### src/rtl/rar_pkg.sv
// ----------------------------------------------------------------------------
// rar_pkg: shared types and microcode for the fraction arithmetic block
// Holds the command and result words, the sequencer control word, the
// microprogram ROM and the request word of the iterative arithmetic unit.
// ----------------------------------------------------------------------------
package rar_pkg;

	localparam int DATA_W = 32;
	localparam int CNT_W  = $clog2(DATA_W);
	localparam int PC_W   = 5;

	typedef logic [PC_W-1:0] pc_t;

	typedef enum logic [1:0] {
		F_ADD     = 2'd0,
		F_ADD_INT = 2'd1,
		F_MUL     = 2'd2,
		F_REDUCE  = 2'd3
	} func_t;

	typedef struct packed {
		func_t                    func;
		logic                     reduce_result;
		logic signed [DATA_W-1:0] num_a;
		logic signed [DATA_W-1:0] den_a;
		logic signed [DATA_W-1:0] num_b;
		logic signed [DATA_W-1:0] den_b;
	} cmd_t;

	typedef struct packed {
		logic signed [DATA_W-1:0] num_out;
		logic signed [DATA_W-1:0] den_out;
		logic                     zero_den_error;
	} res_t;

	// iterative unit operations
	typedef enum logic [1:0] {
		U_MUL = 2'd0,
		U_DIV = 2'd1,
		U_GCD = 2'd2
	} unit_op_t;

	typedef struct packed {
		logic     start;
		unit_op_t op;
	} unit_req_t;

	// micro-operations
	typedef enum logic [2:0] {
		OP_NOP  = 3'd0,
		OP_MOV  = 3'd1,
		OP_ADD  = 3'd2,
		OP_ERRZ = 3'd3,
		OP_MUL  = 3'd4,
		OP_GCD  = 3'd5,
		OP_DIV  = 3'd6,
		OP_DONE = 3'd7
	} uop_t;

	// register file selects
	typedef enum logic [2:0] {
		R_NA  = 3'd0,
		R_DA  = 3'd1,
		R_NB  = 3'd2,
		R_DB  = 3'd3,
		R_RN  = 3'd4,
		R_RD  = 3'd5,
		R_T   = 3'd6,
		R_ONE = 3'd7
	} rsel_t;

	// jump conditions
	typedef enum logic [2:0] {
		J_NONE     = 3'd0,
		J_ALWAYS   = 3'd1,
		J_DISPATCH = 3'd2,
		J_NOT_RED  = 3'd3,
		J_NE       = 3'd4,
		J_LE1      = 3'd5
	} jcond_t;

	typedef struct packed {
		uop_t   op;
		rsel_t  src_a;
		rsel_t  src_b;
		rsel_t  dst;
		jcond_t jc;
		pc_t    target;
	} ucode_t;

	// program labels
	localparam pc_t UA_DISPATCH  = 5'd0;
	localparam pc_t UA_F_ADD     = 5'd1;
	localparam pc_t UA_F_ADD_INT = 5'd6;
	localparam pc_t UA_F_MUL     = 5'd9;
	localparam pc_t UA_F_REDUCE  = 5'd12;
	localparam pc_t UA_CHECK     = 5'd14;
	localparam pc_t UA_EQUAL     = 5'd16;
	localparam pc_t UA_GCD       = 5'd18;
	localparam pc_t UA_END       = 5'd22;

	function automatic ucode_t mk(uop_t op, rsel_t sa, rsel_t sb, rsel_t dst,
			jcond_t jc, pc_t tgt);
		ucode_t w;
		w.op     = op;
		w.src_a  = sa;
		w.src_b  = sb;
		w.dst    = dst;
		w.jc     = jc;
		w.target = tgt;
		return w;
	endfunction

	// microprogram; unlisted addresses finish the item
	function automatic ucode_t ucode_rom(pc_t pc);
		ucode_t w;
		case (pc)
			UA_DISPATCH:       w = mk(OP_ERRZ, R_DA, R_DA, R_T, J_DISPATCH, UA_DISPATCH);
			// add fractions
			UA_F_ADD:          w = mk(OP_ERRZ, R_DB, R_DB, R_T, J_NONE, UA_DISPATCH);
			UA_F_ADD + 5'd1:   w = mk(OP_MUL, R_NA, R_DB, R_RN, J_NONE, UA_DISPATCH);
			UA_F_ADD + 5'd2:   w = mk(OP_MUL, R_NB, R_DA, R_T, J_NONE, UA_DISPATCH);
			UA_F_ADD + 5'd3:   w = mk(OP_ADD, R_RN, R_T, R_RN, J_NONE, UA_DISPATCH);
			UA_F_ADD + 5'd4:   w = mk(OP_MUL, R_DB, R_DA, R_RD, J_ALWAYS, UA_CHECK);
			// add integer
			UA_F_ADD_INT:      w = mk(OP_MUL, R_NB, R_DA, R_T, J_NONE, UA_DISPATCH);
			UA_F_ADD_INT + 5'd1: w = mk(OP_ADD, R_NA, R_T, R_RN, J_NONE, UA_DISPATCH);
			UA_F_ADD_INT + 5'd2: w = mk(OP_MOV, R_DA, R_DA, R_RD, J_ALWAYS, UA_CHECK);
			// multiply
			UA_F_MUL:          w = mk(OP_ERRZ, R_DB, R_DB, R_T, J_NONE, UA_DISPATCH);
			UA_F_MUL + 5'd1:   w = mk(OP_MUL, R_NA, R_NB, R_RN, J_NONE, UA_DISPATCH);
			UA_F_MUL + 5'd2:   w = mk(OP_MUL, R_DA, R_DB, R_RD, J_ALWAYS, UA_CHECK);
			// reduce first fraction
			UA_F_REDUCE:       w = mk(OP_MOV, R_NA, R_NA, R_RN, J_NONE, UA_DISPATCH);
			UA_F_REDUCE + 5'd1: w = mk(OP_MOV, R_DA, R_DA, R_RD, J_NONE, UA_DISPATCH);
			// common tail
			UA_CHECK:          w = mk(OP_ERRZ, R_RD, R_RD, R_T, J_NOT_RED, UA_END);
			UA_CHECK + 5'd1:   w = mk(OP_NOP, R_RN, R_RD, R_T, J_NE, UA_GCD);
			UA_EQUAL:          w = mk(OP_MOV, R_ONE, R_ONE, R_RN, J_NONE, UA_DISPATCH);
			UA_EQUAL + 5'd1:   w = mk(OP_MOV, R_ONE, R_ONE, R_RD, J_ALWAYS, UA_END);
			UA_GCD:            w = mk(OP_GCD, R_RN, R_RD, R_T, J_NONE, UA_DISPATCH);
			UA_GCD + 5'd1:     w = mk(OP_NOP, R_T, R_T, R_T, J_LE1, UA_END);
			UA_GCD + 5'd2:     w = mk(OP_DIV, R_RN, R_T, R_RN, J_NONE, UA_DISPATCH);
			UA_GCD + 5'd3:     w = mk(OP_DIV, R_RD, R_T, R_RD, J_NONE, UA_DISPATCH);
			default:           w = mk(OP_DONE, R_RN, R_RD, R_T, J_NONE, UA_DISPATCH);
		endcase
		return w;
	endfunction

	function automatic pc_t entry(func_t f);
		pc_t p;
		case (f)
			F_ADD:     p = UA_F_ADD;
			F_ADD_INT: p = UA_F_ADD_INT;
			F_MUL:     p = UA_F_MUL;
			F_REDUCE:  p = UA_F_REDUCE;
			default:   p = UA_END;
		endcase
		return p;
	endfunction

endpackage

### src/rtl/rational_arith_reduce.sv
// ----------------------------------------------------------------------------
// rational_arith_reduce: fraction arithmetic with gcd reduction
// Adds, multiplies or reduces fractions under control of a microprogram.
// ----------------------------------------------------------------------------
// Usage:
//   Command channel: drive cmd and raise start; the word is taken at a rising
//   edge with start high and busy low. busy stays high until the result has
//   been presented, so one command is in flight at a time.
//   Result channel: done is high for exactly one cycle with the result word
//   on result; the receiver must take it then, there is no back-pressure.
//   The sequencer steps through the microprogram and waits on the iterative
//   unit for each multiply, divide and gcd; the unit takes one step per
//   cycle, and a multiply ends early when the multiplier has leading zeros.
//   Add integer without reduction is the shortest kind of item and add
//   fractions with reduction the longest; the shared multiply/divide/gcd
//   unit sets the time an item takes. The next command can be taken in
//   the cycle done is high.
//   Reset: arst_n clears the sequencer to idle and drops done; no result is
//   lost or invented by a reset between commands.
//   Zero denominators only raise zero_den_error; the arithmetic still runs.
// ----------------------------------------------------------------------------
module rational_arith_reduce (
	input  logic          clk,
	input  logic          arst_n,
	input  logic          start,
	input  rar_pkg::cmd_t cmd,
	output logic          busy,
	output logic          done,
	output rar_pkg::res_t result
);

	localparam int W = rar_pkg::DATA_W;

	typedef enum logic [2:0] {
		ST_IDLE = 3'b001,
		ST_RUN  = 3'b010,
		ST_WAIT = 3'b100
	} state_t;

	state_t             state_q;
	rar_pkg::pc_t       pc_q, pc_next;
	rar_pkg::ucode_t    uw;
	rar_pkg::func_t     func_q;
	rar_pkg::unit_req_t ureq;
	rar_pkg::res_t      result_q;
	logic               red_q, err_q, done_q;
	logic [W-1:0]       na_q, da_q, nb_q, db_q, rn_q, rd_q, t_q;
	logic [W-1:0]       opa, opb, wr_data, u_res;
	logic               wr_en, u_done, accept;

	function automatic logic [W-1:0] rd_sel(rar_pkg::rsel_t s, logic [W-1:0] na,
			logic [W-1:0] da, logic [W-1:0] nb, logic [W-1:0] db,
			logic [W-1:0] rn, logic [W-1:0] rd, logic [W-1:0] t);
		logic [W-1:0] v;
		case (s)
			rar_pkg::R_NA:  v = na;
			rar_pkg::R_DA:  v = da;
			rar_pkg::R_NB:  v = nb;
			rar_pkg::R_DB:  v = db;
			rar_pkg::R_RN:  v = rn;
			rar_pkg::R_RD:  v = rd;
			rar_pkg::R_T:   v = t;
			rar_pkg::R_ONE: v = W'(1);
			default:        v = '0;
		endcase
		return v;
	endfunction

	assign accept = start && (state_q == ST_IDLE);
	assign busy   = (state_q != ST_IDLE);

	// fetch the control word of the current step and its operands
	assign uw  = rar_pkg::ucode_rom(pc_q);
	assign opa = rd_sel(uw.src_a, na_q, da_q, nb_q, db_q, rn_q, rd_q, t_q);
	assign opb = rd_sel(uw.src_b, na_q, da_q, nb_q, db_q, rn_q, rd_q, t_q);

	// next step: fall through or take the jump
	always_comb begin
		pc_next = pc_q + rar_pkg::PC_W'(1);
		case (uw.jc)
			rar_pkg::J_ALWAYS:   pc_next = uw.target;
			rar_pkg::J_DISPATCH: pc_next = rar_pkg::entry(func_q);
			rar_pkg::J_NOT_RED:  if (!red_q) pc_next = uw.target;
			rar_pkg::J_NE:       if (opa != opb) pc_next = uw.target;
			rar_pkg::J_LE1:      if (opa <= W'(1)) pc_next = uw.target;
			default: ;
		endcase
	end

	// issue multi-cycle operations to the iterative unit
	always_comb begin
		ureq.start = 1'b0;
		ureq.op    = rar_pkg::U_MUL;
		if (state_q == ST_RUN) begin
			case (uw.op)
				rar_pkg::OP_MUL: begin
					ureq.start = 1'b1;
					ureq.op    = rar_pkg::U_MUL;
				end
				rar_pkg::OP_GCD: begin
					ureq.start = 1'b1;
					ureq.op    = rar_pkg::U_GCD;
				end
				rar_pkg::OP_DIV: begin
					ureq.start = 1'b1;
					ureq.op    = rar_pkg::U_DIV;
				end
				default: ;
			endcase
		end
	end

	rar_iter_unit u_iter (
		.clk    (clk),
		.arst_n (arst_n),
		.req    (ureq),
		.a      (opa),
		.b      (opb),
		.done   (u_done),
		.res    (u_res)
	);

	// register file write-back
	always_comb begin
		wr_en   = 1'b0;
		wr_data = opa;
		case (state_q)
			ST_RUN: begin
				case (uw.op)
					rar_pkg::OP_MOV: wr_en = 1'b1;
					rar_pkg::OP_ADD: begin
						wr_en   = 1'b1;
						wr_data = opa + opb;
					end
					default: ;
				endcase
			end
			ST_WAIT: begin
				wr_en   = u_done;
				wr_data = u_res;
			end
			default: ;
		endcase
	end

	// sequencer
	always_ff @(posedge clk or negedge arst_n) begin
		if (!arst_n) begin
			state_q <= ST_IDLE;
			pc_q    <= rar_pkg::UA_DISPATCH;
			done_q  <= 1'b0;
			err_q   <= 1'b0;
			red_q   <= 1'b0;
		end else begin
			done_q <= 1'b0;
			case (state_q)
				ST_IDLE: begin
					if (accept) begin
						state_q <= ST_RUN;
						pc_q    <= rar_pkg::UA_DISPATCH;
						err_q   <= 1'b0;
						// reduce is forced for the reduce operation
						red_q   <= cmd.reduce_result || (cmd.func == rar_pkg::F_REDUCE);
					end
				end
				ST_RUN: begin
					case (uw.op)
						rar_pkg::OP_MUL, rar_pkg::OP_GCD, rar_pkg::OP_DIV:
							state_q <= ST_WAIT;
						rar_pkg::OP_DONE: begin
							done_q  <= 1'b1;
							state_q <= ST_IDLE;
						end
						rar_pkg::OP_ERRZ: begin
							err_q <= err_q || (opa == '0);
							pc_q  <= pc_next;
						end
						default: pc_q <= pc_next;
					endcase
				end
				ST_WAIT: begin
					// hold the step until the unit hands back its word
					if (u_done) begin
						pc_q    <= pc_next;
						state_q <= ST_RUN;
					end
				end
				default: state_q <= ST_IDLE;
			endcase
		end
	end

	// operand and working registers
	always_ff @(posedge clk) begin
		if (accept) begin
			func_q <= cmd.func;
			na_q   <= cmd.num_a;
			da_q   <= cmd.den_a;
			nb_q   <= cmd.num_b;
			db_q   <= cmd.den_b;
		end else if (wr_en) begin
			case (uw.dst)
				rar_pkg::R_NA: na_q <= wr_data;
				rar_pkg::R_DA: da_q <= wr_data;
				rar_pkg::R_NB: nb_q <= wr_data;
				rar_pkg::R_DB: db_q <= wr_data;
				rar_pkg::R_RN: rn_q <= wr_data;
				rar_pkg::R_RD: rd_q <= wr_data;
				rar_pkg::R_T:  t_q  <= wr_data;
				default: ;
			endcase
		end
		if (state_q == ST_RUN && uw.op == rar_pkg::OP_DONE) begin
			result_q.num_out        <= rn_q;
			result_q.den_out        <= rd_q;
			result_q.zero_den_error <= err_q;
		end
	end

	assign done   = done_q;
	assign result = result_q;

`ifndef ASSERT_OFF
	a_accept_busy: assert property (@(posedge clk) disable iff (!arst_n)
		accept |=> busy)
		else $error("accepted word did not make the block busy");

	a_done_from_run: assert property (@(posedge clk) disable iff (!arst_n)
		done |-> $past(state_q == ST_RUN))
		else $error("result strobe not issued by a finishing step");

	a_single_done: assert property (@(posedge clk) disable iff (!arst_n)
		done |=> !done)
		else $error("two result words in a row");

	a_zero_den_flag: assert property (@(posedge clk) disable iff (!arst_n)
		(done && result.den_out == '0) |-> result.zero_den_error)
		else $error("zero denominator delivered without error flag");

	a_wait_unit_op: assert property (@(posedge clk) disable iff (!arst_n)
		(state_q == ST_WAIT) |->
		(uw.op == rar_pkg::OP_MUL || uw.op == rar_pkg::OP_GCD ||
		 uw.op == rar_pkg::OP_DIV))
		else $error("waiting on the unit for a single-cycle step");
`endif

endmodule

### src/rtl/rar_iter_unit.sv
// ----------------------------------------------------------------------------
// rar_iter_unit: iterative multiply, divide and gcd unit
// Shift-add low-half multiply, restoring signed-by-unsigned division and
// binary gcd of magnitudes, one step per cycle. Pulses done with the result.
// ----------------------------------------------------------------------------
module rar_iter_unit (
	input  logic                       clk,
	input  logic                       arst_n,
	input  rar_pkg::unit_req_t         req,
	input  logic [rar_pkg::DATA_W-1:0] a,
	input  logic [rar_pkg::DATA_W-1:0] b,
	output logic                       done,
	output logic [rar_pkg::DATA_W-1:0] res
);

	localparam int W  = rar_pkg::DATA_W;
	localparam int KW = rar_pkg::CNT_W;

	typedef enum logic [5:0] {
		PH_IDLE   = 6'b000001,
		PH_MUL    = 6'b000010,
		PH_DIV    = 6'b000100,
		PH_GTWO   = 6'b001000,
		PH_GRUN   = 6'b010000,
		PH_GSHIFT = 6'b100000
	} phase_t;

	phase_t          phase_q, phase_d;
	logic            done_q, done_d;
	logic [W-1:0]    x_q, x_d, y_q, y_d, res_q, res_d;
	logic [W-1:0]    acc_q, acc_d;
	logic [KW-1:0]   k_q, k_d;
	logic            neg_q, neg_d;
	logic [W-1:0]    a_mag, b_mag;
	logic [W:0]      trial;
	logic            trial_ge;

	assign a_mag    = a[W-1] ? ('0 - a) : a;
	assign b_mag    = b[W-1] ? ('0 - b) : b;
	assign trial    = {acc_q, x_q[W-1]};
	assign trial_ge = trial >= {1'b0, y_q};

	always_comb begin
		phase_d = phase_q;
		done_d  = 1'b0;
		x_d     = x_q;
		y_d     = y_q;
		acc_d   = acc_q;
		k_d     = k_q;
		neg_d   = neg_q;
		res_d   = res_q;
		case (phase_q)
			PH_IDLE: begin
				if (req.start) begin
					case (req.op)
						rar_pkg::U_MUL: begin
							x_d     = a;
							y_d     = b;
							acc_d   = '0;
							phase_d = PH_MUL;
						end
						rar_pkg::U_DIV: begin
							x_d     = a_mag;
							y_d     = b;
							acc_d   = '0;
							neg_d   = a[W-1];
							k_d     = KW'(W - 1);
							phase_d = PH_DIV;
						end
						rar_pkg::U_GCD: begin
							x_d     = a_mag;
							y_d     = b_mag;
							k_d     = '0;
							phase_d = PH_GTWO;
						end
						default: ;
					endcase
				end
			end
			PH_MUL: begin
				if (y_q == '0) begin
					res_d   = acc_q;
					done_d  = 1'b1;
					phase_d = PH_IDLE;
				end else begin
					if (y_q[0])
						acc_d = acc_q + x_q;
					x_d = x_q << 1;
					y_d = y_q >> 1;
				end
			end
			PH_DIV: begin
				// the partial remainder stays below the divisor
				if (trial_ge) begin
					acc_d = W'(trial - {1'b0, y_q});
					x_d   = {x_q[W-2:0], 1'b1};
				end else begin
					acc_d = trial[W-1:0];
					x_d   = {x_q[W-2:0], 1'b0};
				end
				if (k_q == '0) begin
					res_d   = neg_q ? ('0 - x_d) : x_d;
					done_d  = 1'b1;
					phase_d = PH_IDLE;
				end else begin
					k_d = k_q - KW'(1);
				end
			end
			PH_GTWO: begin
				// strip common factors of two, counted in k
				if (x_q == '0 || y_q == '0) begin
					x_d     = x_q | y_q;
					phase_d = PH_GSHIFT;
				end else if (!x_q[0] && !y_q[0]) begin
					x_d = x_q >> 1;
					y_d = y_q >> 1;
					k_d = k_q + KW'(1);
				end else begin
					phase_d = PH_GRUN;
				end
			end
			PH_GRUN: begin
				if (x_q == '0) begin
					x_d     = y_q;
					phase_d = PH_GSHIFT;
				end else if (y_q == '0) begin
					phase_d = PH_GSHIFT;
				end else if (!x_q[0]) begin
					x_d = x_q >> 1;
				end else if (!y_q[0]) begin
					y_d = y_q >> 1;
				end else if (x_q >= y_q) begin
					x_d = (x_q - y_q) >> 1;
				end else begin
					y_d = (y_q - x_q) >> 1;
				end
			end
			PH_GSHIFT: begin
				// restore the common twos
				if (k_q == '0) begin
					res_d   = x_q;
					done_d  = 1'b1;
					phase_d = PH_IDLE;
				end else begin
					x_d = x_q << 1;
					k_d = k_q - KW'(1);
				end
			end
			default: phase_d = PH_IDLE;
		endcase
	end

	always_ff @(posedge clk or negedge arst_n) begin
		if (!arst_n) begin
			phase_q <= PH_IDLE;
			done_q  <= 1'b0;
		end else begin
			phase_q <= phase_d;
			done_q  <= done_d;
		end
	end

	always_ff @(posedge clk) begin
		x_q   <= x_d;
		y_q   <= y_d;
		acc_q <= acc_d;
		k_q   <= k_d;
		neg_q <= neg_d;
		res_q <= res_d;
	end

	assign done = done_q;
	assign res  = res_q;

endmodule

### config.mk
export PLATFORM = sky130hd
export DESIGN_NAME = rational_arith_reduce
export DESIGN_NICKNAME = d
export VERILOG_FILES = /design/src/rtl/rar_pkg.sv /design/src/rtl/rational_arith_reduce.sv /design/src/rtl/rar_iter_unit.sv
export SDC_FILE = /design/constraint.sdc
export NUM_CORES = 1
export LEC_CHECK = 0
export BUFFER_PORTS_ARGS = -buffer_cell sky130_fd_sc_hd__buf_2
export CORE_MARGIN = 10
export CORE_UTILIZATION = 41
export DETAILED_ROUTE_END_ITERATION = 7
export GPL_ROUTABILITY_DRIVEN = 0
export PLACE_DENSITY = 0.57
export SYNTH_ARGS = -nofsm -noshare
export SYNTH_HDL_FRONTEND = slang
export SYNTH_SLANG_ARGS = --single-unit
### constraint.sdc
create_clock -name clk -period 7.18 [get_ports clk]
set_clock_uncertainty 0.15 [all_clocks]
set_input_delay 0.359 -clock clk [delete_from_list [all_inputs] [get_ports clk]]
set_output_delay 0.359 -clock clk [all_outputs]
set_load 0.005 [all_outputs]
== Yosys cells after proc, flatten, opt, wreduce, memory -nomap -nowiden ==
Memory sizes are Yosys's and may differ from the RTL's.
Index checks and enable logic that the tools add are counted.
Storage, ports and cells
  word-level logic and storage cells: 272
  input bits: 134
  bits in registers: 443
  ROM bits: 576
  bits in writable memories: 0
  bits in latches: 0
  output and inout bits: 67
  memories: 1
Cells by class
  divide/modulo/power cells: 0
  shift-type cells: 0
  equal/unequal tests: 80
  $add $sub $neg: 11
  bitwise operators: 2
  $mul: 0
  magnitude comparators: 3
  multiplexer cells: 94
  reduce and logical (&&, ||, !) cells: 55
Memories
  (no name shown): depth 32, width 18, read ports 1, clocked after memory_dff 0, write ports 0, line rar_pkg.sv:117  | case (pc)
Operators by type and width (number)
  2-to-1 mux 32 bit: 44
  one-hot mux 32 bit (8 select lines): 2
  one-hot mux 32 bit (2 select lines): 3
  one-hot mux 32 bit (3 select lines): 2
  one-hot mux 32 bit (6 select lines): 1
  one-hot mux 32 bit (4 select lines): 1
  logical NOT 32 bit: 3
  subtractor 1 x 32 -> 32 bit (first input constant): 3
  subtractor 32 bit: 3
  adder 32 bit: 2
  == test 3 bit (second input constant): 18
  2-to-1 mux 5 bit: 10
  2-to-1 mux 6 bit: 7
  == test 3 x 2 -> 1 bit (second input constant): 11
  greater-or-equal comparator 33 x 32 -> 1 bit: 1
  greater-or-equal comparator 32 bit: 1
  <= comparator 32 x 1 -> 1 bit (second input constant): 1
  != test 32 bit: 1
  OR 32 bit: 1
  one-hot mux 5 bit (3 select lines): 2
  one-hot mux 6 bit (5 select lines): 1
  one-hot mux 5 bit (5 select lines): 1
  != test 2 x 1 -> 1 bit (second input constant): 10
  one-hot mux 5 bit (4 select lines): 1
  other kinds (45): 115

== Logic depth before layout (Yosys ltp) ==
An unclocked memory read counts as a cell.
  depth after elaboration: 9
  depth in mapped cells: 28
  mapped depth without buffers: 25

== By module ==
Synthesis repeated with hierarchy kept, for this count alone.
Second synthesis, totals
  cell total of the unflattened synthesis: 3718
  area, all modules: 33943.8 µm²
By module, submodules not included
  rar_iter_unit: times used 1, seq. area each 4200.3 µm², cells each 2102, area an instance 16986.3 µm²
  rational_arith_reduce: times used 1, seq. area each 9014.9 µm², cells each 1616, area an instance 16957.5 µm²

== Worst setup path after synthesis ==
OpenSTA, ideal clock, no wires.
  path kind: reg2reg
  from: register pc_q[1]
  to: register done_q (netlist: done)
  slack: 330 ps
  arrival: 6113 ps
  path buffers: 2
  required time: 6443 ps
  clock period less this slack: 6850 ps
  stages on the path, launching flop included: 10
  library setup time: 587 ps
  cell sequence: dfrtp_1 buf_2 inv_1 ha_1 buf_2 nor2_1 o21ai_0 o211ai_1 nand2b_1 nor3_1
Between the ends
  cells in the longest elaborated chain, start to end: 4
Ends and longest elaborated chain
  start, declared: line rational_arith_reduce.sv:41  | rar_pkg::pc_t pc_q, pc_next;
  start signal, assigned: line rational_arith_reduce.sv:150  | pc_q <= rar_pkg::UA_DISPATCH;
  start signal, assigned: line rational_arith_reduce.sv:160  | pc_q <= rar_pkg::UA_DISPATCH;
  start signal, assigned: line rational_arith_reduce.sv:176  | pc_q <= pc_next;
  memory read (32 x 18 bit)
  == test 3 bit: line rational_arith_reduce.sv:167  | case (uw.op)
  2-to-1 mux 1 bit: line rational_arith_reduce.sv:167
  2-to-1 mux 1 bit: line rational_arith_reduce.sv:156  | case (state_q)
  end signal, assigned: line rational_arith_reduce.sv:151  | done_q <= 1'b0;
  end signal, assigned: line rational_arith_reduce.sv:155  | done_q <= 1'b0;
  end signal, assigned: line rational_arith_reduce.sv:171  | done_q <= 1'b1;
  end, declared: line rational_arith_reduce.sv:46  | logic red_q, err_q, done_q;
Every way passes these cells.
A chain may end at the register's enable or synchronous reset.

== Final worst setup path ==
  from: register pc_q[0]
  to: register t_q[25] (data pin)
Between the ends
  cells in the longest elaborated chain, start to end: 6
  elaborated cells on any way between the ends: 23
  those cells by class: 1 x add/sub; 15 x eq/ne; 4 x mux; 2 x reduce/logical; 1 x memory
Ends and longest elaborated chain
  memory read (32 x 18 bit) *
  == test 3 bit, or another cell as far along: line rational_arith_reduce.sv:55  | case (s)
  one-hot mux 32 bit (8 select lines): line rational_arith_reduce.sv:55
  adder 32 bit: line rational_arith_reduce.sv:133  | wr_data = opa + opb;
  2-to-1 mux 32 bit: line rational_arith_reduce.sv:129  | case (uw.op)
  one-hot mux 32 bit (2 select lines) *: line rational_arith_reduce.sv:127  | case (state_q)
  named net wr_data[25]: line rational_arith_reduce.sv:48  | logic [W-1:0] opa, opb, wr_data, u_res;
  end signal, assigned: line rational_arith_reduce.sv:209  | rar_pkg::R_T: t_q <= wr_data;
  end, declared: line rational_arith_reduce.sv:47  | logic [W-1:0] na_q, da_q, nb_q, db_q, rn_q, rd_q, t_q;
Mark *: on every way through the listed nets, which the timed path passes. The rest lies on a longest branch.

==> results.md <==
- Synth Flop Type: edfxtp_1
- Worst Hold Slack: 0.0689 ns
- Worst-path clk slew: 0.06 ns
- Worst slew pin tran: 1.18 ns
- Max frequency: 0.147 GHz
- Final non-filler cell total: 5251
- Required @ worst endpoint: 7.40 ns
- Vias in the first global route: 31616
- Outcome: finished, final reports clean
- Largest family of logic cells by synthesized area: compound AO/OA/AOI/OAI gates
- Reg2Reg Depth: 20
- Die width: 311 um
- Avg Cell Area, Syn: 9.15 um^2
- WL per Instance: 26.3 um
- Worst path top cell family by delay: compound AO/OA/AOI/OAI gates
- Seq/Total Area, Yosys: 38.0%
- R2r startpoint: pc_q[0]$_DFFE_PN0P_
- Routed vias: 32972
- Worst path depth: 20
- Slack of the critical path: 0.378 ns
- Reg2reg setup slack: 0.38 ns
- PortBufs: 200
- Ys async rst share: 4.06%
- CP Capture Type: flop
- Post-DP HPWL: 105 mm
- GR Util met2: 42.2%
- Setup WS pre-CTS: 0.214 ns
- Period utilisation layout: 94.7%
- RSZ-0062 raised after global routing: false
- Setup TNS: 0 ns
- CTS tree: done
- Worst Hold Class: in2async
- Layout cell share with drive strength beyond 1: 12.8%
- Commonest non-fill, non-tap cells in the layout: edfxtp_1, nand2_1, nor2_1, a21oi_1, o21ai_0
- Start point of the critical path: pc_q[0]$_DFFE_PN0P_
- Critical Path AT: 7.02 ns
- Met3 global-route usage: 4.87%
- DIE AREA: 0.0969 mm^2
- Final Max Tran Viols: 0
- Clock latency on the worst-skew pair: 0.64 ns
- First DRT Iteration DRCs: 4039
- Mux share of post-synthesis cell area: 2.31%
- Final wirelength: 138 mm
- Antenna-violating nets left: 0
- Initial antenna violation count: 3
- N_diodes: 0
- Post-synthesis xor/xnor area fraction: 5.29%
- Vias/cell: 6.28
- Placed insts: 5025
- Setup violators final: 0
- DR pass1 iterations: 6
- CTS Sinks: 443
- Die height: 311 um
- Max incr delay on CP: 0.57 ns
- Max-cap violations: 0
- Worst-path maximum fanout: 12
- Net Count, Synth: 4157
- Relative slew margins: 20.9%
- GRT Total Usage: 27.2%
- Critical path's slowest cell: dfrtp_1
- Gate Count Post-Synth: 3805
- CTS root buf: clkbuf_16
- Setup CP Type: reg2reg
- Core ar.: 0.0840 mm^2
- Post-synth cell types: 119
- Syn. warnings: 0
- # DRC: 0
- Post-synthesis simple-gate area fraction: 15.4%
- Htree depth: 2
- Grt total ovfl: 0
- Core Rows: 106
- Synth Area in Compound Gates: 26.4%
- Most used routing layer: met2
- Filler cell count: 7975
- Reg-to-reg endpoint: t_q[25]$_DFFE_PP_
- Met1 Track Usage GR: 36.6%
- Adder-cell share of the synthesized area: 7.97%
- NumNets Final: 4429
- CTS Buffer Depth: 3
- I/O pin total: 201
- Number of synthesized register bits: 443
- Max reg flops: 65
- Total CTS buffers: 50
- Bufs and invs on worst path: 2
- Final min period: 6.80 ns
- Commonest non-fill, non-tap cell in the layout: edfxtp_1
- EDFF count, synth: 425
- Synthesized area: 0.0348 mm^2
- Worst setup SP type: flop
- CP Cell Sequence: inv_1 > ha_1 > or2_1 > a311o_1 > a21oi_4 > a221oi_1 > o32ai_2 > inv_1 > ha_1 > a21oi_1 > o21bai_1 > a2111oi_1 > o31ai_1 > and3_1 > nand3_1 > a211oi_2 > nor2_1 > o21bai_1 > mux2i_2 > nand2b_1
- Starting density of the core: 41.4%
- Largest net degree at the start of global routing: 78
- Total setup buffers inserted after CTS: 0
- Synth-to-Final Area Change: 15.7%
- Setup crit end: t_q[25]$_DFFE_PP_
- Global-route wire length before repair: 205 mm
- Fin. Hold Viols: 0
[per-stage QoR]
step | utilization [%] | instance area, um^2
CTS | 47.9 | 40200
detailed placement | 44.3 | 37200
global placement | 44.3 | 37200
floorplan | - | 34800
global route | 47.9 | 40200
finish | 47.9 | 40200
[repair_timing]
action                                  4_1_cts  5_1_grt
endpoints found under the hold margin       150        0
resized for setup                             0        6
hold buffers                                133        0
endpoints found under the setup margin        0       53
[worst register-to-register path: stages (launching register included)]
cell and delay (ns):
dfrtp_1 0.57, inv_1 0.15, ha_1 0.49, or2_1 0.33, a311o_1 0.48, a21oi_4 0.45
a221oi_1 0.19, o32ai_2 0.37, inv_1 0.13, ha_1 0.53, a21oi_1 0.17, o21bai_1 0.21
a2111oi_1 0.14, o31ai_1 0.41, and3_1 0.30, nand3_1 0.20, a211oi_2 0.42, nor2_1 0.13
o21bai_1 0.22, mux2i_2 0.38, nand2b_1 0.15
[worst min path at each step]
stage | to | from | slack [ns] | depth (start not counted)
4_1_cts | err_q$_DFFE_PN0P_ | arst_n | 0.05 | 2
6_report | err_q$_DFFE_PN0P_ | arst_n | 0.07 | 2
3_5_place_dp | u_iter.phase_q[4]$_DFFE_PN0P_ | arst_n | 0.19 | 1
2_1_floorplan | done$_DFF_PN0_ | arst_n | -0.09 | 0
3_3_place_gp | u_iter.phase_q[3]$_DFFE_PN0P_ | arst_n | 0.19 | 1
5_1_grt | done$_DFF_PN0_ | arst_n | 0.11 | 2
[layer usage]
| layer | vias to the layer above | wire (um) | part of all wire [%] |
|---|---|---|---|
| met5 | - | 0 | 0 |
| li1 | 14971 | - | - |
| met3 | 321 | 13000 | 9.4 |
| met2 | 1894 | 60000 | 43 |
| met1 | 15786 | 58000 | 42 |
| met4 | 0 | 7090 | 5.1 |
[cell usage after synthesis (9+ instances only)]
cell	n	area [um^2]
o21ai_1	20	100
mux2i_1	59	591
ha_1	212	2650
nor2b_1	24	150
a221oi_1	65	569
o221ai_1	36	315
nor2_1	336	1260
clkbuf_1	149	559
a31oi_1	38	238
nand2_1	335	1260
o31ai_1	29	218
a21o_1	72	541
buf_1	12	45.0
and2_1	24	150
nand2b_1	37	231
or3_1	23	144
a22oi_1	54	405
nand4_1	48	300
a22o_1	18	158
o21ai_0	237	1190
o22ai_1	66	413
edfxtp_1	425	12800
o32ai_2	9	146
buf_2	52	260
mux2_2	13	146
or2_2	10	62.6
nor3_1	51	255
a221o_1	14	140
o211a_1	9	90.1
a211oi_1	30	225
o211ai_1	36	270
a32o_1	9	90.1
a21oi_1	328	1640
a211o_1	11	96.3
a21boi_0	11	82.6
or4_1	9	67.6
o21bai_1	41	308
nand3_1	91	455
and3_1	36	225
nor4_1	33	206
dfrtp_1	16	400
xor2_1	39	342
xnor2_1	171	1500
o21a_1	81	608
inv_1	161	604
[final cells by class]
type                       count  area, um^2  share of cell area, %
clock inverter                40         419                   1.04
timing repair buffer         447        3200                   7.95
tap                         1134        1420                   3.53
sequential                   443       13200                   32.8
multi-input combinational   2964       20100                   49.9
inverter                     171         647                   1.61
clock buffer                  52        1260                   3.13
[cells by family (layout without fill, tap and decap cells)]
logic type | Yosys count | in the layout
AOI/OAI and AO/OA | 1343 | 1344
and+or+nand+nor | 1115 | 1115
DFF | 443 | 443
buffers and inverters | 399 | 710
adders and majority gates | 218 | 218
xor gates and xnor gates | 210 | 210
muxes | 77 | 77
Power is left out: the tool's default activity adds up to more than one toggle a clock period on the data nets, which glitch-free logic cannot reach.
